`config.mk`:
```
export PLATFORM = sky130hd
export DESIGN_NAME = pfe_cell
export DESIGN_NICKNAME = d
export VERILOG_FILES = /design/src/rtl/core/pfe_pkg.sv /design/src/rtl/core/pfe_cell.sv
export SDC_FILE = /design/constraint.sdc
export NUM_CORES = 1
export LEC_CHECK = 0
export ABC_AREA = 1
export BUFFER_PORTS_ARGS = -buffer_cell sky130_fd_sc_hd__buf_2
export CELL_PAD_IN_SITES_DETAIL_PLACEMENT = 1
export CELL_PAD_IN_SITES_GLOBAL_PLACEMENT = 1
export CORE_MARGIN = 2
export CORE_UTILIZATION = 29
export DETAILED_ROUTE_END_ITERATION = 12
export PLACE_DENSITY_LB_ADDON = 0.1
export SLEW_MARGIN = 20
export SYNTH_ARGS = -nofsm -noshare
export SYNTH_HDL_FRONTEND = slang
export SYNTH_SLANG_ARGS = --single-unit
```
`constraint.sdc`:
```
create_clock -name clock -period 2.15 [get_ports clock]
set_clock_uncertainty 0.2 [all_clocks]
set_input_delay 0.3225 -clock clock [delete_from_list [all_inputs] [get_ports clock]]
set_output_delay 0.3225 -clock clock [all_outputs]
set_load 0.01 [all_outputs]
```
`src/rtl/core/pfe_pkg.sv`:
```
package pfe_pkg;

   localparam int DATA_W              = 32;
   localparam int SYMBOL_W            = 8;
   localparam int STACK_DEPTH_DEFAULT = 64;
   localparam int DIV_STEPS           = DATA_W;
   localparam int STEP_W              = $clog2(DIV_STEPS);

   localparam logic [SYMBOL_W-1:0] CHAR_ZERO  = 8'h30;
   localparam logic [SYMBOL_W-1:0] CHAR_PLUS  = 8'h2B;
   localparam logic [SYMBOL_W-1:0] CHAR_MINUS = 8'h2D;
   localparam logic [SYMBOL_W-1:0] CHAR_STAR  = 8'h2A;
   localparam logic [SYMBOL_W-1:0] CHAR_SLASH = 8'h2F;

   localparam logic [DATA_W-1:0] ALL_ONES = '1;

   typedef struct packed {
      logic [SYMBOL_W-1:0] symbol;
      logic                last;
   } req_type;

   typedef struct packed {
      logic signed [DATA_W-1:0] value;
      logic                     underflow;
      logic                     overflow;
      logic                     divide_by_zero;
   } rsp_type;

   typedef struct packed {
      logic underflow;
      logic overflow;
      logic divide_by_zero;
   } err_type;

   typedef enum logic [1:0] {
      CELL_HOLD,
      CELL_TAKE_PREV,
      CELL_TAKE_NEXT
   } cell_op_type;

   typedef enum logic [2:0] {
      OP_PUSH,
      OP_ADD,
      OP_SUB,
      OP_MUL,
      OP_DIV
   } op_type;

   typedef enum logic [2:0] {
      ST_IDLE,
      ST_EXEC,
      ST_CALC,
      ST_DIV,
      ST_WRITE,
      ST_FINAL
   } state_type;

   function automatic op_type decode_op(input logic [SYMBOL_W-1:0] symbol);
      op_type op;
      case (symbol)
         CHAR_PLUS:  op = OP_ADD;
         CHAR_MINUS: op = OP_SUB;
         CHAR_STAR:  op = OP_MUL;
         CHAR_SLASH: op = OP_DIV;
         default:    op = OP_PUSH;
      endcase
      return op;
   endfunction

endpackage

```
`src/rtl/core/pfe_cell.sv`:
```
module pfe_cell import pfe_pkg::*; (
   input  logic              clock,
   input  cell_op_type       op,
   input  logic [DATA_W-1:0] prev_data,
   input  logic [DATA_W-1:0] next_data,
   output logic [DATA_W-1:0] data
);

   logic [DATA_W-1:0] data_ff;
   logic [DATA_W-1:0] data_in;

   // take from the cell above on push, from the cell below on pop
   always_comb begin
      case (op)
         CELL_TAKE_PREV: data_in = prev_data;
         CELL_TAKE_NEXT: data_in = next_data;
         default:        data_in = data_ff;
      endcase
   end

   always_ff @(posedge clock) begin
      data_ff <= data_in;
   end

   assign data = data_ff;

endmodule

```
==> results_dict.tcl, run 1 <==
set metrics [dict create \
    worst_pin_slew_ns 0.2594 \
    maximum_level_of_the_cts_h_tree 2 \
    die_area_um2 5664 \
    first_global_vias 1231 \
    min-delay-path-class "primary input to flip-flop" \
    cellPowerDensity_nw_per_um2 745.1 \
    detailedRoute.firstPassIterationCount 3 \
    cts-root-buf "sky130_fd_sc_hd__clkbuf_8" \
    synth_top_area_share_pct 65.25 \
    tritoncts "done" \
    power.net_switching_uw 385.3 \
    outcome "finished clean" \
    synth_fp_nets 207 \
    postSynthCellCount 139 \
    synth_commonest_cells "sky130_fd_sc_hd__nand2_1, sky130_fd_sc_hd__edfxtp_1, sky130_fd_sc_hd__nand2_2" \
    power.switching_fraction_pct 25.08 \
    yosys.cell_types.count 9 \
    unrepaired_setup_endpoints_after_global_routing "false" \
    top_level_ports 99 \
    path_max_fanout 1 \
    routed-via-count 1272 \
    number_of_pins_with_negative_max_slew_slack_in_the_final_report 0 \
    synth_enable_flop_cells 32 \
    num-nets-final 309 \
    worstPathBufferInverterCount 1 \
    largest_register_ff_count 32 \
    cts_num_sinks 32 \
    post_synth.cell_area_avg_um2 10.59 \
    remaining_drc_errors 0 \
    final.setup.tns_ns 0 \
    route.detailed.vias_per_inst 4.117 \
    gp_congestion 0.6520 \
    timing.final.crit_period_ns 1.314 \
    ir_drop_mv 0.3165 \
    post-dp-hpwl_mm 2.894 \
    report.final.hold_viol_count 0 \
    die_height_um 75.26 \
    numCtsBuffers 5 \
    placed_cell_area_um2 1982 \
    combinationalPowerShare_pct 19.5 \
    slew_margin_rel_pct 82.71 \
    cts_post_setup_buffers_inserted 0 \
    seq_area_frac_synth_pct 65.25 \
    share_of_total_power_in_sequential_cells_pct 53.0 \
    post-synth-top-area-cell "sky130_fd_sc_hd__edfxtp_1" \
    cp-end-kind "primary output" \
    worst_hold_startpoint "next_data[29]" \
    finalInstanceArea_um2 2062 \
    drv_cap 0 \
    synth_seq_cells 32 \
    crit_path_start_kind "flip-flop" \
    floorplan.initialDensity_pct 30.57 \
    clock.fmax_mhz 761.2 \
    grt.met1_usage_pct 14.79 \
    synth_most_common_cell "sky130_fd_sc_hd__nand2_1" \
    postSynth.asyncResetShare_pct 0 \
    cpMaxStageDelayCell "sky130_fd_sc_hd__edfxtp_1" \
    cp_data_arrival_time_ns 0.79 \
    path_cells "buf_2" \
    post-route-period-util_pct 61.10 \
    globalRoute.totalOverflow 0 \
    critPathTopFamily "flip-flops" \
    worstSetupPathType "flip-flop to primary output" \
    busiest_layer "met2" \
    grt_use_met3_pct 6.827 \
    min_delay_worst_endpoint "data[29]" \
    grt_pass1_wl_mm 5.582 \
    worst_setup_hold_path_clk_slew_ns 0.06 \
    grt_max_degree 33 \
    drt_iter0_drc 24 \
    ys_dominant_reg_cell "sky130_fd_sc_hd__edfxtp_1" \
    post_synth_instance_area_um2 1473 \
    max_stage_delay_ns 0.37 \
    cell_internal_pwr_mw 1.151 \
    antenna_found_initial 0 \
    antennaDiodeCount 0 \
    number_of_routed_nets_with_antenna_violations 0 \
    routedWlPerCell_um 12.00 \
    placementRows 25 \
    port_buffers 98 \
    detail_route.wirelength_mm 3.708 \
    number_of_gates_resized_after_cts 0 \
    layout-drive-gt1-share_pct 48.76 \
    yosys_warnings 0 \
    cts_buffer_depth 2 \
    die_width_um 75.26 \
    pwr-share-clk_pct 27.5 \
    core_region_area_um2 4817 \
    grt_use_met2_pct 22.22 \
    postCtsHoldBufs 0 \
    top_area_cells_in_the_synthesized_netlist "sky130_fd_sc_hd__edfxtp_1, sky130_fd_sc_hd__nand2_1, sky130_fd_sc_hd__nand2_2" \
    cp.required_ns 1.63 \
    power.leakage_nw 1.060 \
    grt.total_usage_pct 13.28 \
    area_growth_pct 40.02 \
    final-setup-viol-count 0 \
    worstHoldPathCells 3 \
]
==> power groups by stage <==
stage / registers [mW] / logic, mW / clock network [mW]
after global placement: 0.826 / 0.306 / 0
after detailed placement: 0.829 / 0.309 / 0
final: 0.815 / 0.300 / 0.422
after global routing: 0.823 / 0.338 / 0.462
after floorplan: 0.884 / 0.0941 / 0
after CTS: 0.816 / 0.310 / 0.444
==> placed cells by master (no fill, tap or decap), drive strengths merged <==
cell,Yosys,routed
buf,4,102
nand2,96,96
edfxtp,32,32
clkbuf,3,7
inv,3,3
ha,1,1
clkinv,0,1
==> metrics by stage <==
stage | hold WS, ns | setup WS, ns | instances | util [%] | power (mW)
global route | 0.1083 | 0.7805 | 309 | 42.81 | 1.623
finish | 0.1137 | 0.8363 | 309 | 42.81 | 1.536
CTS | 0.1029 | 0.8204 | 309 | 42.81 | 1.569
detailed placement | 0.3942 | 0.5602 | 301 | 41.14 | 1.138
floorplan | 0.2953 | 0.3028 | 139 | - | 0.9778
global placement | 0.3909 | 0.5847 | 301 | 41.14 | 1.132
==> final cells by class <==
type	instances	area [um2]
clock inverter	1	3.754
tap	67	83.83
inverter	3	18.77
timing repair buffer	102	520.5
fill	625	2755
sequential	32	960.9
multi-input combinational	97	397.9
clock buffer	7	76.32
==> per-layer routing <==
layer	part of all wire (%)	routed length [um]
met1	40	1491
met5	0	0
met2	48	1789
met3	11	404
met4	0.59	22
==> worst max path at each step <==
stage / startpoint / endpoint / slack [ns] / cells after the start
2_1_floorplan: op[0] / data[0] / 0.30 / 3
3_3_place_gp: op[0] / data[14] / 0.58 / 5
3_5_place_dp: op[0] / data[14] / 0.56 / 5
4_1_cts: data[8] / data[8] / 0.82 / 1
5_1_grt: data[23] / data[23] / 0.78 / 1
6_report: data[8] / data[8] / 0.84 / 1
==> kinds of logic (layout without fill, tap and decap cells) <==
| family | count (synthesis) | in the layout | synth area share (%) |
|---|---|---|---|
| simple gates | 96 | 96 | 26.17 |
| buf+inv | 10 | 113 | 7.732 |
| fa+ha+maj | 1 | 1 | 0.8495 |
| flops | 32 | 32 | 65.25 |
No activity file was read; power rests on OpenSTA's default activity.
==> inputs of run 2 (changes only) <==
CORE_UTILIZATION = 26   (was 29)
clock period = 1.2 ns   (was 2.15 ns; I/O delays follow)
==> results_dict.tcl, run 2 (synthesis gave the netlist of run 1 again) <==
set metrics [dict create \
    critPathTopFamily "flip-flops" \
    worst_setup_hold_path_clk_slew_ns 0.06 \
    cts_buffer_depth 2 \
    grt_max_degree 33 \
    route.detailed.vias_per_inst 4.106 \
    number_of_pins_with_negative_max_slew_slack_in_the_final_report 0 \
    tritoncts "done" \
    min-delay-path-class "primary input to flip-flop" \
    die_area_um2 6282 \
    remaining_drc_errors 0 \
    crit_path_start_kind "flip-flop" \
    max_stage_delay_ns 0.38 \
    largest_register_ff_count 32 \
    clock.fmax_mhz 841.8 \
    min_delay_worst_endpoint "data[29]" \
    number_of_routed_nets_with_antenna_violations 0 \
    timing.final.crit_period_ns 1.188 \
    drv_cap 0 \
    detail_route.wirelength_mm 4.813 \
    numCtsBuffers 5 \
    fin_worst_hold_slack_ns 0.3754 \
    die_height_um 79.26 \
    layout-drive-gt1-share_pct 39.80 \
    cts-root-buf "sky130_fd_sc_hd__clkbuf_8" \
    worst_pin_slew_ns 0.2319 \
    cts_num_sinks 32 \
    port_buffers 98 \
    gp_congestion 0.6320 \
    report.final.hold_viol_count 0 \
    area_growth_pct 86.58 \
    core_region_area_um2 5473 \
    antennaDiodeCount 0 \
    cp-end-kind "primary output" \
    power.leakage_nw 1.328 \
    routedWlPerCell_um 12.80 \
    grt_pass1_wl_mm 7.810 \
    floorplan.initialDensity_pct 26.91 \
    detailedRoute.firstPassIterationCount 4 \
    num-nets-final 372 \
    post-route-period-util_pct 98.99 \
    worstPathBufferInverterCount 1 \
    die_width_um 79.26 \
    power.switching_fraction_pct 25.59 \
    worstHoldPathCells 5 \
    grt.total_usage_pct 16.49 \
    maximum_level_of_the_cts_h_tree 2 \
    outcome "finished clean" \
    slew_margin_rel_pct 84.54 \
    ir_drop_mv 0.3768 \
    cp_data_arrival_time_ns 0.81 \
    globalRoute.totalOverflow 0 \
    top_level_ports 99 \
    combinationalPowerShare_pct 25.0 \
    number_of_gates_resized_after_cts 0 \
    unrepaired_setup_endpoints_after_global_routing "true" \
    antenna_found_initial 0 \
    final-setup-viol-count 0 \
    mostFrequentLayoutCells "sky130_fd_sc_hd__buf_2, sky130_fd_sc_hd__nand2_1, sky130_fd_sc_hd__dlygate4sd3_1, sky130_fd_sc_hd__edfxtp_1, sky130_fd_sc_hd__nand2_2" \
    final_util_pct 50.21 \
    cell_internal_pwr_mw 2.206 \
    first_global_vias 1682 \
    pwr-share-clk_pct 25.7 \
    routed-via-count 1544 \
    path_cells "buf_2" \
    path_max_fanout 1 \
    cts_post_setup_buffers_inserted 0 \
    cp.required_ns 0.82 \
    cpMaxStageDelayCell "sky130_fd_sc_hd__edfxtp_1" \
    placementRows 27 \
    power.net_switching_uw 758.9 \
    drt_iter0_drc 70 \
    post-dp-hpwl_mm 2.736 \
    worstSetupPathType "flip-flop to primary output" \
    layout_commonest_cell "sky130_fd_sc_hd__buf_2" \
    share_of_total_power_in_sequential_cells_pct 49.3 \
    cellPowerDensity_nw_per_um2 1079 \
    worst_hold_startpoint "op[1]" \
]
## run 2: cell types whose count changed in the layout (fill, tap and decap cells not counted), sizes merged
cell         change
buf              -1
clkbuf           -1
clkinvlp         +1
dlygate4sd3     +64
inv              -1
## run 2: cell type report
cell class / count / area [um2]
clock inverters: 1 / 5.005
flip-flops and latches: 32 / 960.9
repair buffers: 165 / 1179
inverters: 3 / 30.03
fillers: 657 / 2725
well taps: 72 / 90.09
multi-input cells: 97 / 410.4
clock buffers: 6 / 72.57
## run 2: timing repair
item | CTS | global route
setup endpoints to repair | 0 | 16
hold buffers | 64 | 0
endpoints found under the hold margin | 32 | 0
## run 2: power groups by stage
stage	sequential, mW	combinational, mW	clock (mW)
2_1_floorplan	1.58	0.178	0
3_3_place_gp	1.48	0.583	0
3_5_place_dp	1.48	0.584	0
4_1_cts	1.46	0.743	0.788
5_1_grt	1.48	0.818	0.838
6_report	1.46	0.741	0.763
## run 2: through the flow
step	power, mW	std cells	setup TNS (ns)	cell area [um2]	setup slack (ns)
finish	2.965	376	0	2748	0.01208
CTS	2.992	376	0	2748	0.006980
detailed placement	2.067	305	-6.990	2029	-0.1569
floorplan	1.760	139	-8.210	1496	-0.2566
global route	3.133	376	-0.2070	2748	-0.03136
global placement	2.063	305	-6.624	2029	-0.1516
## run 2: metal layers
metal	GRT usage, %	part of all wire, %	routed length, um
met1	18.03	38	1849
met2	30.59	55	2628
met3	4.318	5.7	273
met4	5.690	1.3	61
met5	0	0	0
## run 2: how the worst max path moves through the flow
| stage | startpoint | to | slack (ns) | cells after the start |
|---|---|---|---|---|
| after floorplan | op[0] | data[0] | -0.26 | 3 |
| after detailed placement | op[0] | data[11] | -0.16 | 5 |
| after global placement | op[0] | data[11] | -0.15 | 5 |
| final | data[19] | data[19] | 0.01 | 1 |
| after global routing | data[8] | data[8] | -0.03 | 1 |
| after CTS | data[9] | data[9] | 0.007 | 1 |
==> inputs of run 3 (changes only) <==
--- a/config.mk
+++ b/config.mk
@@ -11,6 +11,5 @@
 export CELL_PAD_IN_SITES_GLOBAL_PLACEMENT = 1
-export CORE_MARGIN = 2
 export CORE_UTILIZATION = 26
 export DETAILED_ROUTE_END_ITERATION = 12
-export PLACE_DENSITY_LB_ADDON = 0.1
+export PLACE_DENSITY = 0.72
 export SLEW_MARGIN = 20
--- a/constraint.sdc
+++ b/constraint.sdc
@@ -4,2 +4,2 @@
 set_output_delay 0.18 -clock clock [all_outputs]
-set_load 0.01 [all_outputs]
+set_load 0.1 [all_outputs]
==> results_dict.tcl, run 3 (synthesis gave the netlist of run 1 again) <==
set metrics [dict create \
    cp-end-kind "primary output" \
    routedWlPerCell_um 15.04 \
    totalPowerFinal_mw 4.907 \
    die_width_um 77.26 \
    filler_cell_count 593 \
    grt_pass1_wl_mm 8.700 \
    drv_cap 0 \
    slew_margin_rel_pct 85.08 \
    globalRoute.totalOverflow 0 \
    detail_route.wirelength_mm 5.640 \
    detailedRoute.firstPassIterationCount 4 \
    fin_worst_hold_slack_ns 0.006034 \
    outcome "complete, but fails checks" \
    first_global_vias 1834 \
    post-dp-hpwl_mm 3.135 \
    area_growth_pct 121.3 \
    remaining_drc_errors 0 \
    tritoncts "done" \
    worst_pin_slew_ns 0.2237 \
    number_of_gates_resized_after_cts 0 \
    final_util_pct 59.56 \
    maximum_level_of_the_cts_h_tree 2 \
    number_of_pins_with_negative_max_slew_slack_in_the_final_report 0 \
    routed-via-count 1563 \
    placed_cell_area_um2 2542 \
    layout-drive-gt1-share_pct 40.26 \
    numCtsBuffers 5 \
    timing.final.crit_period_ns 1.284 \
    antenna_found_initial 0 \
    largest_register_ff_count 32 \
    layout_commonest_cell "sky130_fd_sc_hd__nand2_1" \
    cp_data_arrival_time_ns 0.90 \
    cts-root-buf "sky130_fd_sc_hd__clkbuf_8" \
    cp.required_ns 0.82 \
    stdcell_count 375 \
    port_buffers 98 \
    mostFrequentLayoutCells "sky130_fd_sc_hd__nand2_1, sky130_fd_sc_hd__buf_2, sky130_fd_sc_hd__dlygate4sd3_1, sky130_fd_sc_hd__buf_12, sky130_fd_sc_hd__edfxtp_1" \
    route.detailed.vias_per_inst 4.168 \
    unrepaired_setup_endpoints_after_global_routing "true" \
    core_region_area_um2 5473 \
    cts_buffer_depth 2 \
    grt.total_usage_pct 19.65 \
    path_max_fanout 1 \
    violated_checks "setup timing" \
    setup_ws_ns -0.08417 \
    dp_slack_ns -0.1687 \
    max_stage_delay_ns 0.43 \
    report.final.hold_viol_count 0 \
    post-route-period-util_pct 107.0 \
    min-delay-path-class "primary input to flip-flop" \
    die_area_um2 5969 \
    critPathTopFamily "flip-flops" \
    gp_congestion 0.6812 \
    worst_setup_hold_path_clk_slew_ns 0.07 \
    clock.fmax_mhz 778.7 \
    drt_iter0_drc 47 \
    crit_path_start_kind "flip-flop" \
    cts_num_sinks 32 \
    number_of_placed_instances_taps_included 306 \
    number_of_routed_nets_with_antenna_violations 0 \
    ir_drop_mv 0.6736 \
    cpMaxStageDelayCell "sky130_fd_sc_hd__edfxtp_1" \
    die_height_um 77.26 \
    placementRows 27 \
    multiInputGateArea_um2 410.4 \
    worstSetupPathType "flip-flop to primary output" \
    path_cells "buf_12" \
    num-nets-final 370 \
    final-setup-viol-count 32 \
    power.leakage_nw 1.515 \
    cellPowerDensity_nw_per_um2 1506 \
    grt_max_degree 33 \
    floorplan.initialDensity_pct 26.91 \
    top_level_ports 99 \
    ff_latch_area_um2 960.9 \
    worstPathBufferInverterCount 1 \
    final.setup.tns_ns -2.089 \
    finalInstanceArea_um2 3259 \
    antennaDiodeCount 0 \
]
==> run 3: layer usage <==
layer	track usage [%]	part of all wire [%]	vias up
li1	-	-	768
met3	5.595	6.1	4
met4	5.472	0.89	0
met2	41.15	59	68
met1	17.54	34	723
met5	0	0	-
==> run 3: report_power, final <==
part	leakage, nW	switching [mW]	internal (mW)	total, mW
combinational	1.15	1.46	0.883	2.34
sequential	0.312	0.130	1.44	1.57
clock	0.0532	0.399	0.605	1.00
total	1.52	1.98	2.92	4.91
==> run 3: worst paths after layout <==
path / slack, ns / startpoint / to / depth (start not counted)
max: -0.08 / data[9] / data[9] / 1
min: 0.006 / next_data[15] / data[15] / 3
==> run 3: cell type report <==
| cell class | count | area share [%] |
|---|---|---|
| inverters | 3 | 0.9213 |
| multi-input cells | 97 | 12.59 |
| clock inverters | 3 | 1.152 |
| flip-flops and latches | 32 | 29.48 |
| clock buffers | 5 | 2.111 |
| repair buffers | 163 | 50.98 |
| well taps | 72 | 2.764 |
==> run 3: repair_timing <==
action	4_1_cts	5_1_grt
endpoints found under the setup margin	32	32
setup buffers	0	0
hold buffers	60	1
hold endpoints to repair	31	1
