<file path="src/rtl/core/pfe_pkg.sv">
package pfe_pkg;

   localparam int DATA_W              = 32;
   localparam int SYMBOL_W            = 8;
   localparam int STACK_DEPTH_DEFAULT = 64;
   localparam int DIV_STEPS           = DATA_W;
   localparam int STEP_W              = $clog2(DIV_STEPS);

   localparam logic [SYMBOL_W-1:0] CHAR_ZERO  = 8'h30;
   localparam logic [SYMBOL_W-1:0] CHAR_PLUS  = 8'h2B;
   localparam logic [SYMBOL_W-1:0] CHAR_MINUS = 8'h2D;
   localparam logic [SYMBOL_W-1:0] CHAR_STAR  = 8'h2A;
   localparam logic [SYMBOL_W-1:0] CHAR_SLASH = 8'h2F;

   localparam logic [DATA_W-1:0] ALL_ONES = '1;

   typedef struct packed {
      logic [SYMBOL_W-1:0] symbol;
      logic                last;
   } req_type;

   typedef struct packed {
      logic signed [DATA_W-1:0] value;
      logic                     underflow;
      logic                     overflow;
      logic                     divide_by_zero;
   } rsp_type;

   typedef struct packed {
      logic underflow;
      logic overflow;
      logic divide_by_zero;
   } err_type;

   typedef enum logic [1:0] {
      CELL_HOLD,
      CELL_TAKE_PREV,
      CELL_TAKE_NEXT
   } cell_op_type;

   typedef enum logic [2:0] {
      OP_PUSH,
      OP_ADD,
      OP_SUB,
      OP_MUL,
      OP_DIV
   } op_type;

   typedef enum logic [2:0] {
      ST_IDLE,
      ST_EXEC,
      ST_CALC,
      ST_DIV,
      ST_WRITE,
      ST_FINAL
   } state_type;

   function automatic op_type decode_op(input logic [SYMBOL_W-1:0] symbol);
      op_type op;
      case (symbol)
         CHAR_PLUS:  op = OP_ADD;
         CHAR_MINUS: op = OP_SUB;
         CHAR_STAR:  op = OP_MUL;
         CHAR_SLASH: op = OP_DIV;
         default:    op = OP_PUSH;
      endcase
      return op;
   endfunction

endpackage

</file>
<file path="src/rtl/core/pfe_div.sv">
module pfe_div import pfe_pkg::*; (
   input  logic              clock,
   input  logic              reset,
   input  logic              start,
   input  logic [DATA_W-1:0] dividend,
   input  logic [DATA_W-1:0] divisor,
   output logic              done,
   output logic [DATA_W-1:0] quotient
);

   logic              busy_ff, busy_in;
   logic              done_ff, done_in;
   logic [STEP_W-1:0] step_ff, step_in;
   logic [DATA_W-1:0] rem_ff, rem_in;
   logic [DATA_W-1:0] quo_ff, quo_in;
   logic [DATA_W-1:0] dvs_ff, dvs_in;
   logic              neg_ff, neg_in;
   logic [DATA_W:0]   shifted;
   logic [DATA_W:0]   trial;
   logic              last_step;

   // one restoring step per cycle on the magnitudes
   always_comb begin
      shifted   = {rem_ff, quo_ff[DATA_W-1]};
      trial     = shifted - {1'b0, dvs_ff};
      last_step = (step_ff == STEP_W'(DIV_STEPS - 1));
      busy_in   = busy_ff;
      step_in   = step_ff;
      done_in   = busy_ff && last_step;
      rem_in    = rem_ff;
      quo_in    = quo_ff;
      dvs_in    = dvs_ff;
      neg_in    = neg_ff;
      if (start) begin
         busy_in = 1'b1;
         step_in = '0;
         rem_in  = '0;
         quo_in  = dividend[DATA_W-1] ? (~dividend + 1'b1) : dividend;
         dvs_in  = divisor[DATA_W-1] ? (~divisor + 1'b1) : divisor;
         neg_in  = dividend[DATA_W-1] ^ divisor[DATA_W-1];
      end else if (busy_ff) begin
         step_in = step_ff + 1'b1;
         if (last_step) begin
            busy_in = 1'b0;
         end
         rem_in = trial[DATA_W] ? shifted[DATA_W-1:0] : trial[DATA_W-1:0];
         quo_in = {quo_ff[DATA_W-2:0], ~trial[DATA_W]};
      end
   end

   always_ff @(posedge clock) begin
      if (reset) begin
         busy_ff <= 1'b0;
         done_ff <= 1'b0;
         step_ff <= '0;
      end else begin
         busy_ff <= busy_in;
         done_ff <= done_in;
         step_ff <= step_in;
      end
   end

   always_ff @(posedge clock) begin
      rem_ff <= rem_in;
      quo_ff <= quo_in;
      dvs_ff <= dvs_in;
      neg_ff <= neg_in;
   end

   assign done     = done_ff;
   assign quotient = neg_ff ? (~quo_ff + 1'b1) : quo_ff;

endmodule

</file>
<file path="config.mk">
export PLATFORM = sky130hd
export DESIGN_NAME = pfe_div
export DESIGN_NICKNAME = d
export VERILOG_FILES = /design/src/rtl/core/pfe_pkg.sv /design/src/rtl/core/pfe_div.sv
export SDC_FILE = /design/constraint.sdc
export NUM_CORES = 1
export LEC_CHECK = 0
export ABC_AREA = 1
export ABC_CLOCK_PERIOD_IN_PS = 2100
export BUFFER_PORTS_ARGS = -buffer_cell sky130_fd_sc_hd__buf_2
export CORE_MARGIN = 2
export CORE_UTILIZATION = 55
export DETAILED_ROUTE_END_ITERATION = 8
export PLACE_DENSITY = 0.77
export SETUP_SLACK_MARGIN = 0.02
export SYNTH_ARGS = -nofsm -noshare
export SYNTH_HDL_FRONTEND = slang
export SYNTH_SLANG_ARGS = --single-unit
</file>
<file path="constraint.sdc">
create_clock -name clock -period 2.1 [get_ports clock]
set_clock_uncertainty 0.05 [all_clocks]
set_input_delay 0.21 -clock clock [delete_from_list [all_inputs] [get_ports clock]]
set_output_delay 0.21 -clock clock [all_outputs]
set_load 0.05 [all_outputs]
</file>
==> results of run 1 <==
-- cells in the final DEF (no fill, tap or decap), drive strengths merged, types with 2 or more instances in the layout --
cell	Yosys	routed
o211ai	2	2
nor2	127	127
nand3	105	105
and2	5	5
a211oi	2	2
nand4	24	24
nor3	33	33
or2	5	5
edfxtp	65	65
dfxtp	39	39
xor2	59	59
bufinv	0	2
xnor2	24	24
o31ai	3	3
a21oi	27	27
and3	2	2
clkbuf	24	9
nor4	4	4
a31oi	3	3
ha	37	37
nand2	529	529
o21ai	60	60
nand3b	4	4
buf	7	296
inv	308	311
clkinv	0	2
-- layout make-up --
| type | instances | area [µm²] | share of cell area [%] |
|---|---|---|---|
| multi-input combinational | 1058 | 6340 | 48.0 |
| sequential | 104 | 2730 | 20.7 |
| timing repair buffer | 297 | 2350 | 17.8 |
| inverter | 308 | 1160 | 8.78 |
| tap | 220 | 275 | 2.09 |
| clock buffer | 9 | 225 | 1.71 |
| clock inverter | 7 | 111 | 0.844 |
-- worst max-delay path by stage --
| stage | cells after the start | startpoint | end | slack (ns) |
|---|---|---|---|---|
| floorplan | 11 | quo_ff[1] | quotient[22] | -0.17 |
| global placement | 12 | quo_ff[1] | quotient[24] | -0.34 |
| detailed placement | 13 | quo_ff[1] | quotient[30] | -0.37 |
| CTS | 12 | quo_ff[1] | quotient[24] | -0.59 |
| global route | 12 | quo_ff[1] | quotient[21] | -0.78 |
| finish | 12 | quo_ff[1] | quotient[21] | -0.68 |
-- logic make-up (layout without fill, tap and decap cells) --
kind of cell | after synthesis | after routing | synth area share (%)
flops | 104 | 104 | 29.5
xor+xnor | 83 | 83 | 7.84
buf+inv | 339 | 621 | 14.2
compound gates | 99 | 99 | 5.67
simple gates | 838 | 838 | 37.6
fa+ha+maj | 38 | 38 | 5.21
-- state kept, by name, summed over array words and instances, names as in the netlist --
name and count:
quo_ff 32, busy_ff 1, neg_ff 1, done 1, dvs_ff 32, step_ff 5
rem_ff 32
-- metrics by stage --
stage / hold WS [ns] / TNS, ns / instances / cell area [µm²] / utilization [%]
floorplan: 0.232 / -2.43 / 1501 / 9490 / -
global placement: 0.360 / -7.51 / 1951 / 11400 / 69.0
detailed placement: 0.367 / -10.55 / 1951 / 11400 / 69.0
CTS: 0.000215 / -21.39 / 2000 / 12900 / 77.9
global route: 0.00892 / -27.89 / 2003 / 13200 / 79.8
finish: 0.00857 / -21.71 / 2003 / 13200 / 79.8
-- power breakdown --
part | leakage, nW | switching [mW] | total [mW] | internal [mW]
logic | 5.84 | 1.64 | 2.65 | 1.01
clock network | 0.165 | 0.871 | 1.94 | 1.07
registers | 0.966 | 0.0917 | 2.44 | 2.35
-- metal layers --
| layer | vias to the layer above | track usage, % | routed length, µm |
|---|---|---|---|
| met5 | - | 0 | 0 |
| met4 | 0 | 9.81 | 865 |
| met3 | 89 | 4.84 | 2520 |
| met2 | 466 | 55.8 | 14500 |
| met1 | 4909 | 45.1 | 12700 |
| li1 | 5166 | - | - |
-- critical path, stage by stage (launching register included) --
cell,delay [ns]
sky130_fd_sc_hd__edfxtp_1,0.43
sky130_fd_sc_hd__inv_2,0.11
sky130_fd_sc_hd__buf_4,0.13
sky130_fd_sc_hd__nand3_4,0.09
sky130_fd_sc_hd__nor2_4,0.14
sky130_fd_sc_hd__nand4_1,0.15
sky130_fd_sc_hd__nor3_2,0.25
sky130_fd_sc_hd__buf_4,0.18
sky130_fd_sc_hd__nor2_1,0.06
sky130_fd_sc_hd__a21oi_1,0.16
sky130_fd_sc_hd__buf_4,0.15
sky130_fd_sc_hd__xor2_4,0.14
sky130_fd_sc_hd__buf_6,0.17
-- repair_timing --
action | CTS | global route
hold buffers | 1 | 0
setup buffers | 35 | 13
gates resized for setup | 209 | 96
pin swaps | 75 | 82
cloned | 5 | 0
hold endpoints to repair | 2 | 0
setup endpoints to repair | 61 | 62
==> impl_results.md, run 1 <==
* Setup slack of the worst register-to-register path at -0.36 ns
* Number of cells on the worst hold path at 1
* H-tree depth at 3
* Clock tree from TritonCTS: done
* Starting Density at 56.1%
* Vias at 10.6k
* Root Buffer Master: sky130_fd_sc_hd__clkbuf_16
* Critical Path End Type: output port
* Endpoint of the worst hold-timing path: dvs_ff[0]
* DRT Pass-1 Iters at 6
* Post-placement worst setup slack at -0.373 ns
* Nets in the synthesized netlist at roughly 1.6k
* Required time at the endpoint of the critical path at roughly 1.8 ns
* Clock Tree Buf Depth at 2
* Count of routing violations after the opening detailed-route iteration at approximately 1.0k
* Number of synthesized register bits at roughly 100
* Synth top cells by count: 522 x sky130_fd_sc_hd__nand2_1, 306 x sky130_fd_sc_hd__inv_1, 125 x sky130_fd_sc_hd__nor2_1, 104 x sky130_fd_sc_hd__nand3_1, 65 x sky130_fd_sc_hd__edfxtp_1
* Startpoint class of the critical path: flop
* Global placer's final weighted congestion at between 0.9 and 1
* Row count at 47
* Number of synthesized flops with an enable pin at between 60 and 70
* Initial antenna violation count at 0
* Worst Reg2Reg Path Length in Cells at 19
* Max-cap violation count at 0
* Maximum clock rate at between 300 and 400 MHz
* Fraction of final layout cells sized beyond drive strength 1 at just under 30%
* Wire length of the first global-routing pass at about 48 mm
* Num Clock Sinks at about 100
* Max VDD drop at 0.554 mV
* Most instantiated library cell after synthesis: sky130_fd_sc_hd__nand2_1
* Grt ovf at 0
* Clock slew seen by the registers of the worst setup and hold paths at around 0.07 ns
* Violations in the final reports: negative setup slack
* Dominant synthesized flop cell: sky130_fd_sc_hd__edfxtp_1
* Worst slew margin relative to its limit at between 50% and 60%
* Total Nets Final at about 1.9k
* Result of the run: complete, but fails checks
* Routed via count divided by cell count at approximately 5.3
* Synthesis-to-finish area growth at 42.3%
* Endpoint of the worst-slack reg-to-reg timing path: rem_ff[17]
* Residual DRC count at 0
* Die outline area at about 18000 µm²
* Count of buffers inserted at the top-level ports at a little under 100
* Synth Instances at 1501
* Part of the cycle the worst path needs at 132%
* Worst EP arrival at approximately 2.5 ns
* Avg Cell Area, Syn at a little over 6 µm²
* Least setup slack across all paths after layout at -0.680 ns
* Final hold violation count at 0
* Hold Crit Class: in -> reg
* Layout fillers at between 1k and 1.5k
* Residual antenna-violating net count after detailed routing at 0
* Post-synthesis sequential area ratio at 29.5%
* Overall track demand over capacity in global routing at between 30% and 40%
* Core region area at 16500 µm²
* Distinct cell type count after synthesis at 37
* Total Routed Length at ~30 mm
* Via count of the first global-routing pass at a little over 10k
* Post-route total power at a little over 7 mW
* Critical Path Fanout Max at 3
* Mapped Area at about 9300 µm²
* Proportion of register bits with asynchronous set or reset after synthesis at 0%
* Setup violators final at 60
* Synth warnings at 0
* Vert. Die Dim at between 100 and 150 µm
* Static Leakage at around 7.0 nW
* Startpoint-to-endpoint class of the critical path: reg -> out
* Drt wl/cell at between 15 and 20 µm
* Post-synth top area share at around a fifth
* Half-perimeter wire length after placement at just over 20 mm
* Final Critical Period at ~2.8 ns
* Inserted Clock Buffers at 9
* Worst-margin pin slew at 0.643 ns
* Max-slew violation count at 0
* Most area-consuming cells after synthesis: sky130_fd_sc_hd__nand2_1 21%, sky130_fd_sc_hd__edfxtp_1 21%, sky130_fd_sc_hd__inv_1 12%
* Cell Pwr Density at 534 nW/µm²
* Largest net degree at the start of global routing at 35
* Startpoint of the worst register-to-register path: quo_ff[31]
* Chip width at 134 µm
* Cell type contributing the most total cell area after synthesis: sky130_fd_sc_hd__nand2_1
* Count of inserted antenna diode cells at 0
* Boundary pin count at 100
* Hold wc startpoint: divisor[0]
* Insertion delay of the later-clocked pin in the worst-skew pair at 0.37 ns
* RSZ-0062 raised after global routing: yes
Note: power is estimated with default switching activity, not from simulation.
==> run 2: changes to the inputs <==
RECOVER_POWER = 50   (was not set)
==> run 2 against run 1 <==
Against the previous run: the run still ends with negative setup slack left; sequential share of layout area barely moved; core utilization fell by 0.061 points; register-to-register slack barely moved; largest cell class unchanged; final area barely moved.
==> impl_results.md, run 2 (same netlist as run 1, synthesis figures left out) <==
* Result of the run: complete, but fails checks (unchanged)
* Violations in the final reports: negative setup slack (unchanged)
* Final Critical Period at 2.77 ns (was 2.78 ns)
* Area after DPL at 11400 µm² (unchanged)
* Root Buffer Master: sky130_fd_sc_hd__clkbuf_16 (unchanged)
* Hold Crit Class: in -> reg (unchanged)
* Leading cell type in the layout, fill and taps excluded: sky130_fd_sc_hd__nand2_1 (unchanged)
* Boundary pin count at 100 (unchanged)
* Worst stage delay on the critical path at 0.43 ns (about the same)
* DRT Pass-1 Iters at 8 (was 6)
* Count of routing violations after the opening detailed-route iteration at 1036 (was 1040)
* Chip width at 134 µm (unchanged)
* Post-layout util at 79.8% (about the same)
* Critical Path, Cell by Cell: inv_2 > buf_4 > nand3_4 > nor2_4 > nand4_1 > nor3_2 > buf_4 > nor2_1 > a21oi_1 > buf_4 > xor2_4 > buf_6 (unchanged)
* Worst Reg2Reg Path Length in Cells at 19 (unchanged)
* Via count of the first global-routing pass at 10.1k (unchanged)
* Total non-filler cell area in the finished layout at 13200 µm² (about the same)
* Drt wl/cell at 15.3 µm (about the same)
* Insertion delay of the later-clocked pin in the worst-skew pair at 0.37 ns (about the same)
* Clock tree from TritonCTS: done (unchanged)
* Overall track demand over capacity in global routing at 33.4% (unchanged)
* Endpoint of the worst-slack reg-to-reg timing path: rem_ff[17] (unchanged)
* Maximum clock rate at 361 MHz (was 360 MHz)
* Fraction of final layout cells sized beyond drive strength 1 at 28.6% (was 28.8%)
* Setup violators final at 60 (unchanged)
* Largest net degree at the start of global routing at 35 (unchanged)
* Max-cap violation count at 0 (unchanged)
* Initial antenna violation count at 0 (unchanged)
* Relative contribution of combinational cells to total power at 37.7% (about the same)
* Die outline area at 17900 µm² (unchanged)
* Residual DRC count at 0 (unchanged)
* Setup slack of the worst register-to-register path at -0.37 ns (was -0.36 ns)
* Worst-margin pin slew at 0.998 ns (was 0.643 ns)
* Static Leakage at 6.96 nW (was 6.98 nW)
* RSZ-0062 raised after global routing: yes (unchanged)
* Worst EP arrival at 2.51 ns (was 2.52 ns)
* Final hold violation count at 0 (unchanged)
* Share of power burned in registers at 34.8% (was 34.7%)
* Startpoint class of the critical path: flop (unchanged)
* Crit path buffers/inverters at 5 (unchanged)
* Cell Pwr Density at 534 nW/µm² (about the same)
* Residual antenna-violating net count after detailed routing at 0 (unchanged)
* Inserted Clock Buffers at 9 (unchanged)
* Cell repeated most along the worst path: sky130_fd_sc_hd__buf_4 (unchanged)
* Post-placement worst setup slack at -0.373 ns (unchanged)
* Commonest cells after routing, fill and taps aside: 444 x sky130_fd_sc_hd__nand2_1, 295 x sky130_fd_sc_hd__inv_1, 173 x sky130_fd_sc_hd__buf_4 (was 444 x sky130_fd_sc_hd__nand2_1, 295 x sky130_fd_sc_hd__inv_1, 175 x sky130_fd_sc_hd__buf_4)
* Critical Path Fanout Max at 3 (unchanged)
* Registers with the most flip-flops: dvs_ff x32, quo_ff x32, rem_ff x32 (unchanged)
* Number of cells on the worst hold path at 1 (unchanged)
* Internal Pwr Total at 4.43 mW (was 4.44 mW)
* Setup total negative slack at -21.94 ns (was -21.71 ns)
* Max VDD drop at 0.556 mV (was 0.554 mV)
* Proportion of total power due to net switching at 37.0% (about the same)
* Routed via count divided by cell count at 5.33 (was 5.31)
* Total Routed Length at 30.7 mm (was 30.6 mm)
* Core region area at 16500 µm² (unchanged)
* Count of inserted antenna diode cells at 0 (unchanged)
* Crit-path leading delay family: buffers and inverters (unchanged)
* Num Clock Sinks at 104 (unchanged)
* Clock slew seen by the registers of the worst setup and hold paths at 0.07 ns (about the same)
* Tightest hold margin at 0.0526 ns (was 0.00857 ns)
* DP Cell Count at 1951 (unchanged)
* Part of the cycle the worst path needs at 132% (about the same)
* Critical-path top delay cell: sky130_fd_sc_hd__edfxtp_1 (unchanged)
* Half-perimeter wire length after placement at 20.5 mm (unchanged)
* Critical Path Source: quo_ff[1] (unchanged)
* Hold wc startpoint: divisor[0] (unchanged)
* H-tree depth at 3 (unchanged)
* Vias at 10.7k (was 10.6k)
* Row count at 47 (unchanged)
* Vert. Die Dim at 134 µm (unchanged)
* Count of buffers inserted at the top-level ports at 99 (unchanged)
* Global placer's final weighted congestion at 0.957 (unchanged)
* Post-route total power at 7.04 mW (about the same)
* Critical Path End Type: output port (unchanged)
* Startpoint-to-endpoint class of the critical path: reg -> out (unchanged)
* Power share of the clock group at 27.6% (about the same)
* Wire length of the first global-routing pass at 47.9 mm (unchanged)
* Startpoint of the worst register-to-register path: quo_ff[31] (unchanged)
* Worst slew margin relative to its limit at 33.4% (was 56.7%)
* Starting Density at 56.1% (unchanged)
* Least setup slack across all paths after layout at -0.672 ns (was -0.680 ns)
* Endpoint of the worst hold-timing path: dvs_ff[0] (unchanged)
* Max-slew violation count at 0 (unchanged)
* Final cell count without fillers at 2003 (unchanged)
* Required time at the endpoint of the critical path at 1.84 ns (about the same)
* Synthesis-to-finish area growth at 42.2% (was 42.3%)
* Clock Tree Buf Depth at 2 (unchanged)
* Total Nets Final at 1883 (unchanged)
* Psw at 2.60 mW (about the same)
* Grt ovf at 0 (unchanged)
## run 2: cell types whose count changed in the layout (fill, tap and decap cells not counted)
cell / delta
sky130_fd_sc_hd__buf_4: -2
sky130_fd_sc_hd__buf_2: -3
sky130_fd_sc_hd__clkbuf_2: +1
sky130_fd_sc_hd__clkbuf_1: +4
## run 2: worst register-to-register path, delay by kind of cell, from the launching register on
kind          cells  cell delay (ns)
flops             1             0.38
buf+inv           4             0.41
fa+ha+maj         2             0.51
simple gates     13             1.01
## run 2: cell type report
| class | instances | area (µm²) |
|---|---|---|
| multi-input cells | 1058 | 6340 |
| well taps | 220 | 275 |
| inverters | 308 | 1160 |
| flip-flops and latches | 104 | 2730 |
| clock buffers | 9 | 225 |
| clock inverters | 7 | 111 |
| fillers | 1112 | 3340 |
| repair buffers | 297 | 2340 |
## run 2: routing by layer
layer	vias to the layer above	track usage, %	wire length, µm
li1	5173	-	-
met1	4947	45.1	12800
met2	465	55.8	14600
met3	93	4.84	2380
met4	0	9.81	877
met5	-	0	0
## run 2: power groups by stage
| stage | logic (mW) | clock network (mW) | registers (mW) |
|---|---|---|---|
| finish | 2.65 | 1.94 | 2.45 |
| global placement | 2.14 | 0 | 2.47 |
| CTS | 2.47 | 1.95 | 2.44 |
| floorplan | 1.40 | 0 | 2.47 |
| detailed placement | 2.19 | 0 | 2.48 |
| global route | 2.81 | 2.03 | 2.46 |
## run 2: worst max-delay path by stage
| stage | slack (ns) | endpoint | cells past startpoint |
|---|---|---|---|
| 5_1_grt | -0.78 | quotient[21] | 12 |
| 3_5_place_dp | -0.37 | quotient[30] | 13 |
| 4_1_cts | -0.59 | quotient[24] | 12 |
| 2_1_floorplan | -0.17 | quotient[22] | 11 |
| 6_report | -0.67 | quotient[21] | 12 |
| 3_3_place_gp | -0.34 | quotient[24] | 12 |
## run 2: what timing repair did
| item | 4_1_cts | 5_1_grt |
|---|---|---|
| gates cloned | 5 | 0 |
| pin swaps | 75 | 82 |
| buffers inserted | 35 | 13 |
| gates resized for setup | 209 | 96 |
| hold endpoints to repair | 2 | 0 |
| setup endpoints to repair | 61 | 62 |
| hold buffers | 1 | 0 |
